### src/rtl/pgacc_mul.sv
// Shared registered multiplier of the accumulator datapath.
module pgacc_mul (
	input  logic        clk,
	input  logic [32:0] a,
	input  logic [31:0] b,
	output logic [63:0] prod
);

	logic [64:0] full;
	logic [63:0] prod_q;

	assign full = {32'd0, a} * {33'd0, b};

	always_ff @(posedge clk) begin
		prod_q <= full[63:0];
	end

	assign prod = prod_q;

endmodule

### config.mk
export PLATFORM = sky130hd
export DESIGN_NAME = pgacc_mul
export DESIGN_NICKNAME = d
export VERILOG_FILES = /design/src/rtl/pgacc_mul.sv
export SDC_FILE = /design/constraint.sdc
export NUM_CORES = 2
export LEC_CHECK = 0
export BUFFER_PORTS_ARGS = -buffer_cell sky130_fd_sc_hd__buf_2
export CORE_MARGIN = 2
export CORE_UTILIZATION = 60
export DETAILED_ROUTE_END_ITERATION = 6
export MAX_ROUTING_LAYER = met4
export PLACE_DENSITY_LB_ADDON = 0.1
export REMOVE_ABC_BUFFERS = 1
export SYNTH_ARGS = -nofsm -noshare
export SYNTH_HDL_FRONTEND = slang
export SYNTH_SLANG_ARGS = --single-unit
### constraint.sdc
create_clock -name clk -period 10.8 [get_ports clk]
set_input_delay 1.08 -clock clk [delete_from_list [all_inputs] [get_ports clk]]
set_output_delay 1.08 -clock clk [all_outputs]
set_load 0.05 [all_outputs]
==> flow_summary_export.csv <==
group,metric,value,unit
yosys,netlist_top_cells_area,"fa_1 53%, inv_1 9.8%, ha_1 9.2%",
finish,layout-drive-gt1-share,4.67,%
yosys,synth_cells,3832,
critical_path,path_class,"primary input to register",
placed_design,gp_congestion,0.938,
floorplanning,num_rows,88,
placed_design,dp_hpwl,74000,µm
global_routing,grt_usage,34.6,%
timing,slew_headroom,33.7,%
yosys,synthTopCellsByCount,"925 x fa_1, 913 x inv_1, 593 x nand2_1",
timing,final.setup.tns,0,ns
finish,synthToLayoutAreaGrowth,3.40,%
critical_path,cp.buffers_inverters,4,
global_routing,antenna_found_initial,0,
critical_path,cp_top_family,"adder cells",
critical_path,crit_chain,"buf_2 > nand2_1 > fa_1 > fa_1 > fa_1 > fa_1 > fa_1 > inv_1 > fa_1 > fa_1 > inv_1 > fa_1 > inv_1 > ha_1 > and2_1 > and3_1 > a221oi_1 > o31a_4 > o21bai_1 > a21oi_1 > o21bai_1 > xnor2_1",
critical_path,crit_path_frequent_cell,"fa_1",
floorplanning,die_h,246,µm
critical_path,max_stage_delay,0.66,ns
yosys,synth.distinct_cells,62,
cts,cts_tree,"yes",
cts,hold_buffers,0,
timing,slew_violations,0,
drt,dr.first_iter.drc_count,1877,
status,outcome,"finished, final reports clean",
yosys,ys_seq_elements,64,
yosys,post_synth.cell_area_avg,9.16,µm²
global_routing,first_global_vias,27268,
cts,postCtsSetupRepairBufs,0,
global_routing,grt_start_max_net_pins,34,
critical_path,cp_slowest_cell,"buf_2",
finish,fin_util,62.8,%
yosys,seq_area_frac_synth,3.65,%
drt,finalWirelength,94400,µm
yosys,yosysWarnings,0,
critical_path,critPathCaptureType,"register",
timing,finalCritPeriodShare,79.2,%
critical_path,start_kind,"primary input",
finish,nets,5016,
cts,cts-root-buf,"clkbuf_16",
drt,viasPerCell,5.55,
floorplanning,dieArea,0.0605,mm²
timing,post-route-min-period,8.56,ns
hold_path,min_path_type,"primary input to register",
cts,cts_buffer_depth,2,
finish,design_area,0.0363,mm²
cts,numCtsBuffers,9,
global_routing,overflow,0,
timing,hold-worst-slack,1.19,ns
timing,worstMarginPinSlew,0.995,ns
critical_path,crit_required,11.05,ns
yosys,synth_area,0.0351,mm²
cts,clock-sinks,64,
cts,cts_resized,0,
global_routing,grt_pass1_wl,153000,µm
yosys,synth_edf_count,0,
drt,drc,0,
timing,hold_viol,0,
drt,vias,25169,
yosys,synth_top_area_share,52.7,%
flow_run,max_cap_violations,0,
timing,setup_viol_count_final,0,
floorplanning,die_x,246,µm
drt,first_pass_iters,6,
drt,ant_nets,0,
yosys,synth_flop_cell,"dfxtp_1",
cts,clk_pin_slew_worst_paths,0.06,ns
critical_path,cp_max_fo,33,
floorplanning,core,0.0578,mm²
yosys,synth_area_leader_cell,"fa_1",
drt,wl_per_cell,20.8,µm
yosys,synth.most_common_cell,"fa_1",
critical_path,arrival,8.81,ns
yosys,async_flop_share,0,%
timing,rsz0062_at_grt,"no",
cts,htreeDepth,3,
placed_design,io_buffer_count,129,
timing,max_freq,0.117,GHz
floorplanning,start_util,60.8,%
finish,largest_register_ff_count,64,
placed_design,post_dp_cell_area,0.0360,mm²
floorplanning,io_pins,130,
==> layout by cell type, fill, tap and decap left out, types with 3 or more instances in the layout <==
cell type,instances
xnor2_1,44
and2_1,502
dfxtp_1,64
a21oi_1,65
nand3_1,14
buf_2,129
nand2_1,593
o21ai_1,3
fa_1,925
nor3b_1,3
nand2b_1,3
a221o_1,3
nand4_1,16
ha_1,258
a31oi_1,6
clkbuf_16,9
xor2_1,22
nor2_1,26
a211oi_1,7
o21ai_0,34
buf_4,11
o21bai_1,14
nor3_1,10
a21o_1,24
a221oi_1,3
nor2b_1,6
o21a_1,4
a41oi_1,3
and3_1,11
inv_1,913
==> layer usage <==
layer | global-route usage [%] | up-vias | share of wire (%)
met2 | 56.1 | 1058 | 48
met3 | 4.09 | 184 | 7.3
met1 | 45.9 | 13049 | 41
met4 | 11.0 | 0 | 3.6
met5 | - | - | 0
li1 | - | 10878 | -
==> metrics by stage <==
stage | std cells | worst slack [ns]
2_1_floorplan | 3616 | 3.49
3_3_place_gp | 4521 | 1.95
3_5_place_dp | 4521 | 1.96
4_1_cts | 4537 | 2.35
5_1_grt | 4537 | 2.02
6_report | 4538 | 2.24
==> logic make-up (layout without fill, tap and decap cells) <==
| family | after synthesis | in the layout | share of synthesized area [%] |
|---|---|---|---|
| flops | 64 | 64 | 3.65 |
| buf+inv | 1129 | 1069 | 12.1 |
| xor+xnor | 66 | 66 | 1.65 |
| simple gates | 1194 | 1194 | 16.9 |
| other cells | 0 | 1 | 0 |
| fa+ha+maj | 1183 | 1183 | 61.9 |
| compound gates | 196 | 196 | 3.81 |
==> layout make-up <==
class / instances / area, µm²
Inverter: 913 / 3430
Clock buffer: 10 / 239
Timing Repair Buffer: 140 / 728
Antenna cell: 1 / 2.50
Tap cell: 765 / 957
Sequential cell: 64 / 1280
Multi-Input combinational cell: 2639 / 29600
Fill cell: 5040 / 21500
Clock inverter: 6 / 91.3
==> path summary, 6_finish.rpt <==
check             from       end  slack, ns  depth (start not counted)
setup / recovery  b[8]  prod[42]       2.24                         22
hold / removal    a[0]   prod[0]       1.19                          2
Power is left out: the tool's default activity adds up to more than one toggle a clock period on the data nets, which glitch-free logic cannot reach.
