$ cat src/rtl/pgacc_pkg.sv
// Shared types, constants and register codes of the pressure-gradient accumulator.
package pgacc_pkg;

	localparam int FRACTION_BITS_DEFAULT = 16;

	localparam int REG_W = 31;
	localparam int FIELD_W = 32;
	localparam int IDX_W = 2;

	localparam logic [IDX_W-1:0] REG_SMOOTHING_LENGTH         = 2'd0;
	localparam logic [IDX_W-1:0] REG_INVERSE_SMOOTHING_LENGTH = 2'd1;
	localparam logic [IDX_W-1:0] REG_GRADIENT_SCALE           = 2'd2;
	localparam logic [IDX_W-1:0] REG_PARTICLE_MASS            = 2'd3;

	localparam logic [REG_W-1:0] RST_SMOOTHING_LENGTH         = 31'd65536;
	localparam logic [REG_W-1:0] RST_INVERSE_SMOOTHING_LENGTH = 31'd65536;
	localparam logic [REG_W-1:0] RST_GRADIENT_SCALE           = 31'd1003217;
	localparam logic [REG_W-1:0] RST_PARTICLE_MASS            = 31'd65536;

	localparam int DIVIDEND_W = 64;
	localparam int DIVISOR_W = 32;

	typedef struct packed {
		logic                  start;
		logic [DIVIDEND_W-1:0] dividend;
		logic [DIVISOR_W-1:0]  divisor;
	} div_req_t;

	typedef struct packed {
		logic                  done;
		logic                  busy;
		logic [DIVIDEND_W-1:0] quotient;
	} div_rsp_t;

	typedef enum logic [4:0] {
		ST_IDLE,
		ST_SQ,
		ST_SQ_ACC,
		ST_SQRT,
		ST_SQRT_WAIT,
		ST_Q,
		ST_Q_ACC,
		ST_MAG,
		ST_MAG_ACC,
		ST_W,
		ST_W_ACC,
		ST_PD1,
		ST_PD1_WAIT,
		ST_PD2,
		ST_PD2_WAIT,
		ST_CO,
		ST_CO_ACC,
		ST_G,
		ST_G_DIV,
		ST_G_WAIT,
		ST_GM,
		ST_GM_ACC,
		ST_FIN
	} state_t;

endpackage

$ cat src/rtl/pgacc_div.sv
// Restoring unsigned divider, one quotient bit per cycle.
module pgacc_div (
	input  logic                clk,
	input  logic                arst_n,
	input  pgacc_pkg::div_req_t req,
	output pgacc_pkg::div_rsp_t rsp
);

	localparam int N = pgacc_pkg::DIVIDEND_W;
	localparam int D = pgacc_pkg::DIVISOR_W;
	localparam int CW = $clog2(N);

	logic [N-1:0]  quot_q;
	logic [D-1:0]  rem_q;
	logic [D-1:0]  div_q;
	logic [CW-1:0] cnt_q;
	logic          busy_q;
	logic          done_q;
	logic [D:0]    rem_sh;
	logic [D:0]    rem_sub;
	logic          ge;

	assign rem_sh = {rem_q, quot_q[N-1]};
	assign rem_sub = rem_sh - {1'b0, div_q};
	assign ge = rem_sh >= {1'b0, div_q};

	always_ff @(posedge clk or negedge arst_n) begin
		if (!arst_n) begin
			busy_q <= 1'b0;
			done_q <= 1'b0;
			cnt_q <= '0;
		end else if (req.start) begin
			busy_q <= 1'b1;
			done_q <= 1'b0;
			cnt_q <= '0;
		end else if (busy_q) begin
			cnt_q <= cnt_q + 1'b1;
			if (cnt_q == CW'(N - 1)) begin
				busy_q <= 1'b0;
				done_q <= 1'b1;
			end
		end else begin
			done_q <= 1'b0;
		end
	end

	always_ff @(posedge clk) begin
		if (req.start) begin
			quot_q <= req.dividend;
			rem_q <= '0;
			div_q <= req.divisor;
		end else if (busy_q) begin
			rem_q <= ge ? rem_sub[D-1:0] : rem_sh[D-1:0];
			quot_q <= {quot_q[N-2:0], ge};
		end
	end

	assign rsp.done = done_q;
	assign rsp.busy = busy_q;
	assign rsp.quotient = quot_q;

endmodule

$ cat config.mk
export PLATFORM = sky130hd
export DESIGN_NAME = pgacc_div
export DESIGN_NICKNAME = d
export VERILOG_FILES = /design/src/rtl/pgacc_pkg.sv /design/src/rtl/pgacc_div.sv
export SDC_FILE = /design/constraint.sdc
export NUM_CORES = 1
export LEC_CHECK = 0
export BUFFER_PORTS_ARGS = -buffer_cell sky130_fd_sc_hd__clkbuf_2
export CAP_MARGIN = 40
export CORE_MARGIN = 2
export CORE_UTILIZATION = 50
export DETAILED_ROUTE_END_ITERATION = 16
export PLACE_DENSITY = 0.88
export SLEW_MARGIN = 30
export SYNTH_ARGS = -nofsm -noshare
export SYNTH_HDL_FRONTEND = slang
export SYNTH_SLANG_ARGS = --single-unit
$ cat constraint.sdc
create_clock -name clk -period 2.87 [get_ports clk]
set_clock_uncertainty 0.2 [all_clocks]
set_input_delay 0.4305 -clock clk [delete_from_list [all_inputs] [get_ports clk]]
set_output_delay 0.4305 -clock clk [all_outputs]
set_load 0.1 [all_outputs]
==> impl_metrics.tcl <==
set metrics [dict create \
    outcome "complete, but fails checks" \
    violations "negative setup slack" \
    cts_buffers 17 \
    drive_gt1_share_pct 44.7 \
    routed-via-count 6308 \
    finalHoldViolCount 0 \
    wl_met3_um 1380 \
    drt-pass1-iter-count 5 \
    syn_nets 803 \
    drcViolationCount 0 \
    critical_path.cell_chain "ha_4, fa_2, nor2b_2, o2111ai_2, a21oi_2, o211a_1, o21ai_2, o21ai_2, a21oi_1, or4_1, o311ai_1" \
    synth_ff_type "edfxtp_1" \
    avgSynthCellArea_um2 11.0 \
    areaGrowthSynthToFinish_pct 38.4 \
    ys_warn_count 0 \
    worst_slack_ps -72.7 \
    cts.reportedPaths.clkPinSlew_ps 60 \
    maxCapViolCount 0 \
    hpwl_um 13700 \
    die_y_um 125 \
    fill_cells 1022 \
    ys_ff_latch 136 \
    pre_cts_ws_ps -120 \
    clkSinkCount 136 \
    clock_tree.root_cell "clkbuf_16" \
    worst_pin_slew_ps 582 \
    wl_per_cell_um 17.6 \
    fin_nets 1069 \
    fin_area_um2 10200 \
    critPathLaunchType "register" \
    fin_tns_setup_ps -409 \
    cts_tree "done" \
    core_um2 14500 \
    vdd_drop_max_v 0.000589 \
    synth_seq_area_share_pct 50.5 \
    track_usage_pct 24.7 \
    htreeDepth 4 \
    crit_path_max_fanout 3 \
    power_density_nw_per_um2 571 \
    wl_met1_um 8070 \
    insertion_delay_ps 430 \
    slowest_delay_ps 470 \
    arrival_ps 3080 \
    fp-row-count 44 \
    period_share_pct 103 \
    vias_per_cell 5.57 \
    dp.cells 1046 \
    grt_pass1_vias 6362 \
    required_ps 3000 \
    final_util_pct 70.5 \
    regToRegStartpoint "div_q[0]$_DFFE_PP_" \
    synth_edf_count 96 \
    die_x_um 125 \
    routed_wl_um 20000 \
    grt_max_degree 65 \
    fmax_mhz 340 \
    initial_core_util_pct 50.9 \
    rsz0062_at_grt "yes" \
    p_total_mw 5.83 \
    die-area_um2 15700 \
    syn_inst 670 \
    finalNonFillerCells 1133 \
    grt_overflow 0 \
    post_dp_cell_area_um2 8820 \
    critical_path.most_common_cell "o21ai_2" \
    crit_path_end_kind "register" \
    place_congestion 0.932 \
    hold_start "req[20]" \
    grt_pass1_wl_um 31100 \
    holdWs_ps 26.4 \
    wl_met2_um 10100 \
    setup.worst_path.start "div_q[0]$_DFFE_PP_" \
    dr.max_layer_used "met4" \
    async_flop_share_pct 5.88 \
    power_leakage_nw 4.48 \
    cts.path.max_buffers 2 \
    maxSlewHeadroom_pct 61.4 \
    maxSlewViolCount 0 \
    finalSetupViolations 12 \
    critical_path_class "reg2reg" \
    drt_iter0_markers 446 \
    io_pins 165 \
    ant_nets 0 \
    slowest_stage "or4_1" \
    antenna_found_initial 0 \
    diodes 0 \
    hold_class "in2reg" \
    io_buffers 164 \
    yosysUniqueCellTypes 63 \
    synth.cell_area_um2 7370 \
    finalCriticalPeriod_ps 2940 \
]
## cells in the final DEF, fill, tap and decap left out, drive strengths merged, types with 8 or more instances in the layout
cell type,n
nor3,10
nand2b,8
mux2,64
dfrtp,8
o21ai,24
nand2,60
ha,33
buf,87
a311oi,23
clkbuf,181
a31oi,9
inv,47
a21o,19
dlygate4sd3,32
edfxtp,96
a21oi,33
xor2,10
nor2,55
dfxtp,32
xnor2,16
nand3,17
## sequential cells by signal, summed over array words and instances, names as in the netlist
signal and flops:
quot_q 64, div_q 32, rem_q 32, cnt_q 6
busy_q 1, done_q 1
## cell families (layout without fill, tap and decap cells)
kind of cell / Yosys count / in the layout / synth area share (%)
AO/OA/AOI/OAI: 150 / 150 / 14.3
XOR/XNOR: 26 / 26 / 3.09
adder cells (fa/ha/maj): 34 / 34 / 5.87
buffers and inverters: 77 / 355 / 4.80
flip-flops: 136 / 136 / 50.5
multiplexers: 66 / 66 / 10.0
AND/OR/NAND/NOR: 181 / 182 / 11.4
## routing by layer
| layer | track usage (%) | up-vias |
|---|---|---|
| li1 | - | 3009 |
| met1 | 29.1 | 3041 |
| met2 | 42.2 | 227 |
| met3 | 8.34 | 31 |
| met4 | 8.95 | 0 |
| met5 | 0 | - |
## where the power goes
group          switching (mW)  internal, mW  leakage (nW)
sequential             0.0751          2.26          1.35
clock                   0.924          1.21         0.276
combinational            1.00         0.361          2.84
total                    2.00          3.83          4.48
## critical path: cells and delay by family, from the launching register on
kind / cells / cell delay, ps
AND/OR/NAND/NOR: 2 / 610
AO/OA/AOI/OAI: 7 / 1070
adder cells (fa/ha/maj): 2 / 540
flip-flops: 1 / 420
## worst paths after layout
| check | endpoint | slack [ps] | cells past startpoint |
|---|---|---|---|
| setup / recovery | rem_q[24]$_SDFFE_PP0P_ | -70 | 11 |
| min in group asynchronous | cnt_q[4]$_DFFE_PN0P_ | 190 | 2 |
| max in group asynchronous | busy_q$_DFF_PN0_ | 2090 | 2 |
| hold / removal | div_q[20]$_DFFE_PP_ | 30 | 1 |
| setup reg to reg | rem_q[24]$_SDFFE_PP0P_ | -70 | 11 |
| hold reg to reg | rem_q[8]$_SDFFE_PP0P_ | 300 | 2 |
## area by class of cell
type / instances / area (um2) / share of cell area (%)
Clock buffer: 17 / 425 / 4.17
Clock inverter: 15 / 143 / 1.40
Inverter: 40 / 150 / 1.47
Multi-Input combinational cell: 458 / 3640 / 35.7
Sequential cell: 136 / 3720 / 36.5
Tap cell: 184 / 230 / 2.26
Timing Repair Buffer: 283 / 1890 / 18.5
## what timing repair did
action | in CTS | in global routing
buffers inserted | 6 | 18
pin swaps | 10 | 37
hold buffers | 32 | 0
hold endpoints to repair | 39 | 0
gates cloned | 1 | 1
resized for setup | 16 | 52
setup endpoints to repair | 23 | 32
## cell usage after synthesis (all sizes together) (17+ instances only)
library cell / n / area share [%]
edfxtp: 96 / 39
mux2: 64 / 9.8
nand2: 60 / 3.1
nor2: 54 / 2.9
inv: 40 / 2.0
a21oi: 33 / 2.4
ha: 33 / 5.6
dfxtp: 32 / 8.7
o21ai: 24 / 1.7
a311oi: 23 / 2.7
clkbuf: 21 / 1.1
a21o: 19 / 2.0
nand3: 17 / 1.2
(Power assumes the default switching activity.)
