$ cat config.mk
export PLATFORM = sky130hd
export DESIGN_NAME = pgacc_sqrt
export DESIGN_NICKNAME = d
export VERILOG_FILES = /design/src/rtl/pgacc_sqrt.sv
export SDC_FILE = /design/constraint.sdc
export NUM_CORES = 1
export LEC_CHECK = 0
export BUFFER_PORTS_ARGS = -buffer_cell sky130_fd_sc_hd__buf_4
export CORE_ASPECT_RATIO = 0.9
export CORE_MARGIN = 8
export CORE_UTILIZATION = 52
export DETAILED_ROUTE_END_ITERATION = 8
export PLACE_DENSITY_LB_ADDON = 0.05
export SLEW_MARGIN = 20
export SYNTH_ARGS = -nofsm -noshare
export SYNTH_HDL_FRONTEND = slang
export SYNTH_SLANG_ARGS = --single-unit
$ cat constraint.sdc
create_clock -name clk -period 2.8 [get_ports clk]
set_input_delay 0.42 -clock clk [delete_from_list [all_inputs] [get_ports clk]]
set_output_delay 0.42 -clock clk [all_outputs]
set_load 0.02 [all_outputs]
$ cat src/rtl/pgacc_sqrt.sv
// Digit-by-digit integer square root, one root bit per cycle.
module pgacc_sqrt (
	input  logic        clk,
	input  logic        arst_n,
	input  logic        start,
	input  logic [63:0] value,
	output logic        done,
	output logic [31:0] root
);

	logic [63:0] val_q;
	logic [33:0] rem_q;
	logic [31:0] root_q;
	logic [4:0]  cnt_q;
	logic        busy_q;
	logic        done_q;
	logic [34:0] rem_sh;
	logic [34:0] trial;
	logic [34:0] rem_sub;
	logic        ge;

	assign rem_sh = {rem_q[32:0], val_q[63:62]};
	assign trial = {1'b0, root_q, 2'b01};
	assign rem_sub = rem_sh - trial;
	assign ge = rem_sh >= trial;

	always_ff @(posedge clk or negedge arst_n) begin
		if (!arst_n) begin
			busy_q <= 1'b0;
			done_q <= 1'b0;
			cnt_q <= '0;
		end else if (start) begin
			busy_q <= 1'b1;
			done_q <= 1'b0;
			cnt_q <= '0;
		end else if (busy_q) begin
			cnt_q <= cnt_q + 1'b1;
			if (cnt_q == 5'd31) begin
				busy_q <= 1'b0;
				done_q <= 1'b1;
			end
		end else begin
			done_q <= 1'b0;
		end
	end

	always_ff @(posedge clk) begin
		if (start) begin
			val_q <= value;
			rem_q <= '0;
			root_q <= '0;
		end else if (busy_q) begin
			val_q <= {val_q[61:0], 2'b00};
			rem_q <= ge ? rem_sub[33:0] : rem_sh[33:0];
			root_q <= {root_q[30:0], ge};
		end
	end

	assign done = done_q;
	assign root = root_q;

endmodule

==> impl_summary.md, run 1 <==
STA
The final setup violation count is 0. For the pin with the worst max-slew slack, the measured transition is between 0.6 and 0.7 ns. On the final layout, the worst clock skew is roughly 0.013 ns. The routed design could run at a clock period as short as ~2.7 ns. Static timing analysis puts the maximum clock frequency at ~0.37 GHz. The final worst hold slack is 0.269 ns.

The hold violation total from the final report is 0. The final sum of negative setup slack is 0 ns. The max-slew headroom at the worst pin is ~54%. After layout, the worst path uses a little over nine tenths of the clock period.

The number of max-slew violations in the final report is 0.

Drt
The average routed wire per standard cell is around 16 um. The via total after detailed routing is 5617. Using the TritonRoute via totals, the vias-per-cell ratio works out to between 5 and 6. In the routed design, unresolved DRC markers number 0.

The total iterations of the first detailed-routing run is 5. The routed design has ~17000 um of wire. The initial detailed-routing violation count is about 250. Once detail routing completed, the nets flagged for antenna violations numbered 0.

Synthesis
After synthesis, the largest area contributor takes up 26.3% of total cell area. The gate count of the mapped netlist is approximately 700. In this run, distinct cell masters in the synthesized netlist total 58.

The net count of the mapped netlist is a little over 800. The most used flip-flop cell after synthesis is sky130_fd_sc_hd__dfxtp_1. The mean post-synth cell area is 10.4 um^2. Sorting the synthesized cells by how often they occur yields sky130_fd_sc_hd__nor2_1, sky130_fd_sc_hd__dfxtp_1, sky130_fd_sc_hd__edfxtp_1.

The Yosys warning count is 0. The proportion of synthesized chip area in sequential cells is a little under half. The most repeated cell in the gate-level netlist after synthesis is sky130_fd_sc_hd__nor2_1.

The total standard cell area after synthesis is 7310 um^2. Yosys mapped a number of flops with a built-in enable equal to 64. The number of storage elements in the synthesis netlist is around 140. The proportion of synthesized flip-flops having asynchronous set or reset is 5.15%. Sorting the synthesized cells by area gives the leading types as sky130_fd_sc_hd__edfxtp_1, sky130_fd_sc_hd__dfxtp_1, sky130_fd_sc_hd__mux2_2.

The cell taking the most area after synthesis is sky130_fd_sc_hd__edfxtp_1.

Floorplan
The die is roughly 130 um tall. During I/O placement, the number of pins put on the boundary was 100. The floorplan has 41 rows.

The initial cell density of the core is 52.6%. The die outline width is 141 um. The area of the placeable core is between 10000 and 15000 um^2. The die covers around 18000 um^2.

Global route
The number of antenna violations at the first check in global routing is 0. Global routing used between 10% and 20% of the available tracks. The number of global-route vias before repair is between 5000 and 6000. The first global-routing pass estimated about 27000 um of wire. Entering global routing, the biggest net connects between 50 and 60 pins.

Summed over all layers, the global routing overflow is 0.

Cells and area
At the end of the flow the core is filled with cells to between 60% and 70%. The growth of design area from synthesis to finish is 28.3%. The layout has roughly 1100 filler cells.

The share of post-route cells with drive strength above 1 is a little over a third. The register area is ~3400 um^2. The footprint of the multi-input gates is slightly below 4000 um^2. The final layout contains about 940 nets. The count of inserted antenna diode cells is 0.

Place
The number of buffer cells added on primary ports is between 90 and 100. Once detailed placement completed, the half-perimeter wirelength came to 11700 um. The global placement routability congestion is just under 0.9.

Setup path
The worst setup path is of the reg -> reg kind. For the worst setup path, the data arrival time is between 3 and 4 ns. The data required time at the worst endpoint is 3.12 ns. The kind of capture point of the worst setup path is a register. The largest driver fanout on the critical path is 5.

STA classifies the critical path startpoint as a register.

Clock network
The clock tree from TritonCTS is built. The master cell of the clock root buffer is sky130_fd_sc_hd__clkbuf_16. The clock drives about 140 sinks. The buffer depth of the longest clock path is 2. The source-to-sink clock delay at the later pin of the worst-skew pair is between 0.4 and 0.5 ns.

The H-tree generated during clock tree synthesis spans 4 levels. The clock-pin slew on the worst setup and hold paths is around 0.06 ns. In this run, CTS created clock tree buffers numbering 17.

Job
The tool flagged a number of max-cap violations equal to 0.

Status
The run finished with clean final reports.

Pwr
The peak supply drop is approximately 620 uV. The leakage power figure is 4.10 nW. In this run the power density over the cells is ~1000 nW/um^2.

Min path
In this run the worst hold path is classified as in -> reg.
==> layout by cell type, fill, tap and decap left out, types with 8 or more instances in the layout <==
master and instances:
sky130_fd_sc_hd__buf_4 139, sky130_fd_sc_hd__nor2_1 83, sky130_fd_sc_hd__edfxtp_1 64, sky130_fd_sc_hd__mux2_2 63, sky130_fd_sc_hd__dfxtp_1 53, sky130_fd_sc_hd__nand2_1 45, sky130_fd_sc_hd__mux2i_1 40, sky130_fd_sc_hd__inv_1 37
sky130_fd_sc_hd__a21oi_1 29, sky130_fd_sc_hd__o21ai_0 23, sky130_fd_sc_hd__ha_1 21, sky130_fd_sc_hd__clkbuf_16 17, sky130_fd_sc_hd__xor2_1 16, sky130_fd_sc_hd__xnor2_1 16, sky130_fd_sc_hd__a211oi_1 15, sky130_fd_sc_hd__a21o_1 13
sky130_fd_sc_hd__ha_4 13, sky130_fd_sc_hd__nand3_1 12, sky130_fd_sc_hd__dfxtp_2 12, sky130_fd_sc_hd__o21ai_1 11, sky130_fd_sc_hd__a21oi_2 9, sky130_fd_sc_hd__a22o_1 8, sky130_fd_sc_hd__nand4_1 8
==> critical path: stages (launching register included) <==
cell                       delay, ns
sky130_fd_sc_hd__dfxtp_2        0.34
sky130_fd_sc_hd__inv_2          0.04
sky130_fd_sc_hd__ha_4           0.29
sky130_fd_sc_hd__and3_4         0.19
sky130_fd_sc_hd__and2_4         0.15
sky130_fd_sc_hd__a221oi_2       0.07
sky130_fd_sc_hd__o221a_4        0.31
sky130_fd_sc_hd__a311o_1        0.40
sky130_fd_sc_hd__o41ai_2        0.38
sky130_fd_sc_hd__xnor2_1        0.17
sky130_fd_sc_hd__a21oi_1        0.08
sky130_fd_sc_hd__a22o_1         0.18
==> timing repair <==
action / in CTS / in global routing
hold buffers: 1 / 0
hold endpoints to repair: 7 / 0
setup buffers: 0 / 13
gates resized for setup: 0 / 68
endpoints found under the setup margin: 0 / 34
==> sequential cells by signal, indices dropped and copies added (netlist names) <==
signal  count
root       32
done        1
cnt_q       5
rem_q      33
val_q      64
busy_q      1
==> through the flow <==
| step | setup slack, ns | std cells | cell area (um^2) | power, W |
|---|---|---|---|---|
| after CTS | 0.0358 | 1025 | 8980 | 0.00917 |
| after floorplan | 0.0244 | 704 | 7310 | 0.00597 |
| after global placement | 0.126 | 992 | 8390 | 0.00687 |
| final | 0.110 | 1040 | 9380 | 0.00983 |
| after global routing | -0.0409 | 1040 | 9380 | 0.0105 |
| after detailed placement | 0.0549 | 992 | 8390 | 0.00695 |
==> where the power goes <==
| part | internal, W | switching, W |
|---|---|---|
| Clock | 0.00131 | 0.000875 |
| Sequential | 0.00241 | 0.000224 |
| Combinational | 0.00247 | 0.00253 |
==> final timing paths <==
path,from,to,slack (ns),depth (start not counted)
setup / recovery,root[10]$_SDFFE_PP0P_,rem_q[30]$_SDFFE_PP0P_,0.11,11
hold / removal,value[1],val_q[1]$_SDFFCE_PN0P_,0.27,2
setup reg to reg,root[10]$_SDFFE_PP0P_,rem_q[30]$_SDFFE_PP0P_,0.11,11
hold reg to reg,rem_q[31]$_SDFFE_PP0P_,rem_q[31]$_SDFFE_PP0P_,0.47,2
max in group asynchronous,arst_n,busy_q$_DFF_PN0_,2.33,2
min in group asynchronous,arst_n,cnt_q[1]$_DFFE_PN0P_,0.33,2
==> area by class of cell <==
cell class / instances / area share (%)
Clock buffer: 18 / 4.58
Clock inverter: 14 / 1.57
Inverter: 42 / 1.68
Multi-Input combinational cell: 491 / 41.3
Sequential cell: 136 / 36.4
Tap cell: 193 / 2.57
Timing Repair Buffer: 146 / 11.9
==> metal layers <==
| metal | routed length [um] | GRT usage, % | share of wire (%) |
|---|---|---|---|
| met3 | 1090 | 7.48 | 6.5 |
| met1 | 7400 | 22.0 | 44 |
| met4 | 323 | 6.44 | 1.9 |
| met2 | 8010 | 30.1 | 48 |
| met5 | 0 | 0 | 0 |
==> cell families after synthesis <==
logic type,count (synthesis),share of synthesized area [%]
simple gates,175,10.5
compound gates,145,13.6
flops,136,46.5
mux,103,15.2
buf+inv,77,4.23
fa+ha+maj,36,6.16
xor+xnor,32,3.83
Power figures use the tool's default switching activity.
==> run 2, diff against run 1 <==
BUFFER_PORTS_ARGS = -buffer_cell sky130_fd_sc_hd__buf_2   (was -buffer_cell sky130_fd_sc_hd__buf_4)
==> run 2 against run 1 <==
Net effect:
- non-clock buffer count shrank 4
- die area is the same
- fmax shrank 1.7%
- sequential cell count is the same
- worst setup slack lost 0.047 ns
- clock power shrank 3%
- highest routed layer unchanged
==> impl_summary.md, run 2 (synthesized netlist as in run 1, its figures left out) <==
Drt
The total iterations of the first detailed-routing run is 4. Summing over every cut layer, the via total after detailed routing is 5615. After detailed routing, the number of vias per cell comes to 5.41. The remaining design rule violation count is 0. The count of nets left with antenna violations once routing finished came out at 0. The average routed wire per standard cell is roughly 16 um. The total wire length is 16400 um. The initial detailed-routing violation count is between 200 and 250.

Floorplan
The floorplan step defined a die boundary enclosing ~18000 um^2. The number of top-level design ports is 100. The region available for standard cell placement spans 13900 um^2. Measured along the x axis, the die boundary spans around 140 um. The number of standard-cell rows in the floorplan is 41. The initial cell density of the core is between 50% and 60%. The vertical die dimension is about 130 um.

Setup path
The critical path goes through inv_2, ha_4, and3_4, and2_4, a221oi_4, o221a_4, a311o_1, o41ai_2, xnor2_1, a21oi_1, a22o_1. In this design, the stage delay of the slowest critical-path cell is 0.40 ns. Of all nets on the critical path, the largest fanout is 6. The worst setup path is of the reg -> reg kind.

STA puts the critical path data required time at 3.11 ns. The worst setup path is captured at a register. The worst reg-to-reg setup slack is 0.06 ns. The worst setup path is launched from a register. The arrival time at the worst endpoint is 3.05 ns. The critical path's slowest cell is sky130_fd_sc_hd__a311o_1.

Clock network
After clock tree synthesis, the clock-pin slew on the worst setup and hold paths is about 0.06 ns. In this run the clock root is driven by a sky130_fd_sc_hd__clkbuf_16. The longest clock path from root to sink contains 2 buffers. The H-tree was split into 4 levels. TritonCTS built the clock tree. The CTS buffer count is 17.

The tree built by TritonCTS fans out to approximately 140 sinks. Clock latency on the worst-skew pair, taken at its later pin, is 0.42 ns.

Place
In this run the tool buffered the top-level ports with slightly below 100 buffer cells. Once placement completed, the tool counted placed cells totaling 992. The global placement routability congestion is a little under 0.9.

The estimated wirelength of the detail-placed design is between 10000 and 15000 um. The worst setup slack before clock tree synthesis is -0.0579 ns.

STA
The final setup violation count is 0. The slew at the pin with the worst max-slew slack is 0.612 ns. The final critical path takes up 97.7% of the cycle. The final worst hold slack is approximately 0.28 ns. For the finished layout, the period the worst path requires is 2.74 ns. Static timing analysis puts the maximum clock frequency at roughly 0.37 GHz. In this run the tightest slew margin relative to its limit is between 50 and 60%.

Setup repair after global routing could not meet its margin everywhere. The number of max-slew violations in the final report is 0. The hold violation total from the final report is 0.

In the post-route analysis, the smallest setup slack over all paths is 0.0637 ns. The clock skew is roughly 0.012 ns.

Job
The number of maximum-capacitance constraint violations is 0.

Cells and area
The growth of design area from synthesis to finish is 24.5%. The largest register by flop count is val_q. The post-route netlist has a little over a third of its cells at a drive strength greater than 1.

For this run, the post-layout net count is roughly 930. The register with the most flip-flops in the layout has 64 of them. The number of standard cells in the layout, taps in and fillers out is between 1000 and 1500.

Leaving out fill and tap cells, the most frequent cell in the layout is sky130_fd_sc_hd__buf_2. Cells fill between 60% and 70% of the core in the end. In the layout the commonest cells are sky130_fd_sc_hd__buf_2, sky130_fd_sc_hd__nor2_1, sky130_fd_sc_hd__edfxtp_1, sky130_fd_sc_hd__mux2_2, sky130_fd_sc_hd__dfxtp_1.

Min path
The path class of the tightest hold or removal check is in -> reg.

Pwr
The worst-case IR drop observed on VDD is around 560 uV. In this run the power density over the cells is between 1000 and 1500 nW/um^2. Summed over all cells, the static leakage comes to roughly 4 nW.

The design draws roughly 0.0097 W.

Global route
The number of antenna violations at the first check in global routing is 0. The pin count of the biggest net entering global routing is between 50 and 60. The aggregate global routing overflow is 0. The number of global-route vias before repair came to about 5700. The first-pass GRT wire length is 26400 um. Across every metal layer, demand over resource in global routing totals between 10% and 20%.

Status
The run finished with clean final reports.
==> run 2: changes by cell type in the layout (fill, tap and decap cells not counted), sizes merged <==
cell	previous run	this run
bufinv	2	1
buf	145	141
clkinvlp	4	2
clkbuf	18	19
inv	45	47
diode	0	1
==> run 2: path summary, 6_finish.rpt <==
check                                  startpoint                      to  cells after the start
hold reg to reg            rem_q[31]$_SDFFE_PP0P_  rem_q[31]$_SDFFE_PP0P_                      2
setup / recovery            root[12]$_SDFFE_PP0P_  rem_q[30]$_SDFFE_PP0P_                     11
setup reg to reg            root[12]$_SDFFE_PP0P_  rem_q[30]$_SDFFE_PP0P_                     11
max in group asynchronous                  arst_n        busy_q$_DFF_PN0_                      2
min in group asynchronous                  arst_n        done$_DFFE_PN0P_                      2
hold / removal                           value[0]  val_q[0]$_SDFFCE_PN0P_                      2
==> run 2: per-layer routing <==
metal / track usage, % / part of all wire [%] / vias up
met2: 29.8 / 48 / 119
met3: 6.92 / 6.9 / 26
li1: - / - / 2786
met1: 20.8 / 43 / 2684
met4: 6.76 / 1.7 / 0
met5: 0 / 0 / -
==> run 2: critical path, delay by kind of cell, from the launching register on <==
family	cells	cell delay [ns]
AOI/OAI and AO/OA	6	1.44
DFF	1	0.35
and+or+nand+nor	2	0.33
adders and majority gates	1	0.29
xor gates and xnor gates	1	0.17
buffers and inverters	1	0.05
==> run 2: power breakdown <==
group | switching, W | internal [W]
clock | 0.000872 | 0.00125
combinational | 0.00251 | 0.00239
sequential | 0.000230 | 0.00242
==> run 2: layout make-up <==
| class | instances | area, um^2 |
|---|---|---|
| Antenna cell | 1 | 2.50 |
| Clock inverter | 13 | 120 |
| Sequential cell | 136 | 3420 |
| Timing Repair Buffer | 142 | 856 |
| Multi-Input combinational cell | 491 | 3870 |
| Inverter | 42 | 158 |
| Clock buffer | 19 | 443 |
| Fill cell | 1103 | 4800 |
| Tap cell | 193 | 241 |
==> run 2: repair_timing <==
action,in CTS,in global routing
hold buffers,1,0
endpoints found under the hold margin,7,0
setup buffers,1,10
gates resized for setup,3,62
endpoints found under the setup margin,22,34
pin swaps,3,21
==> run 2: per-stage QoR <==
stage	instance area (um^2)	TNS, ns
after floorplan	7310	0
after global placement	8160	0
after detailed placement	8160	-0.159
after CTS	8750	0
after global routing	9100	-0.141
final	9100	0
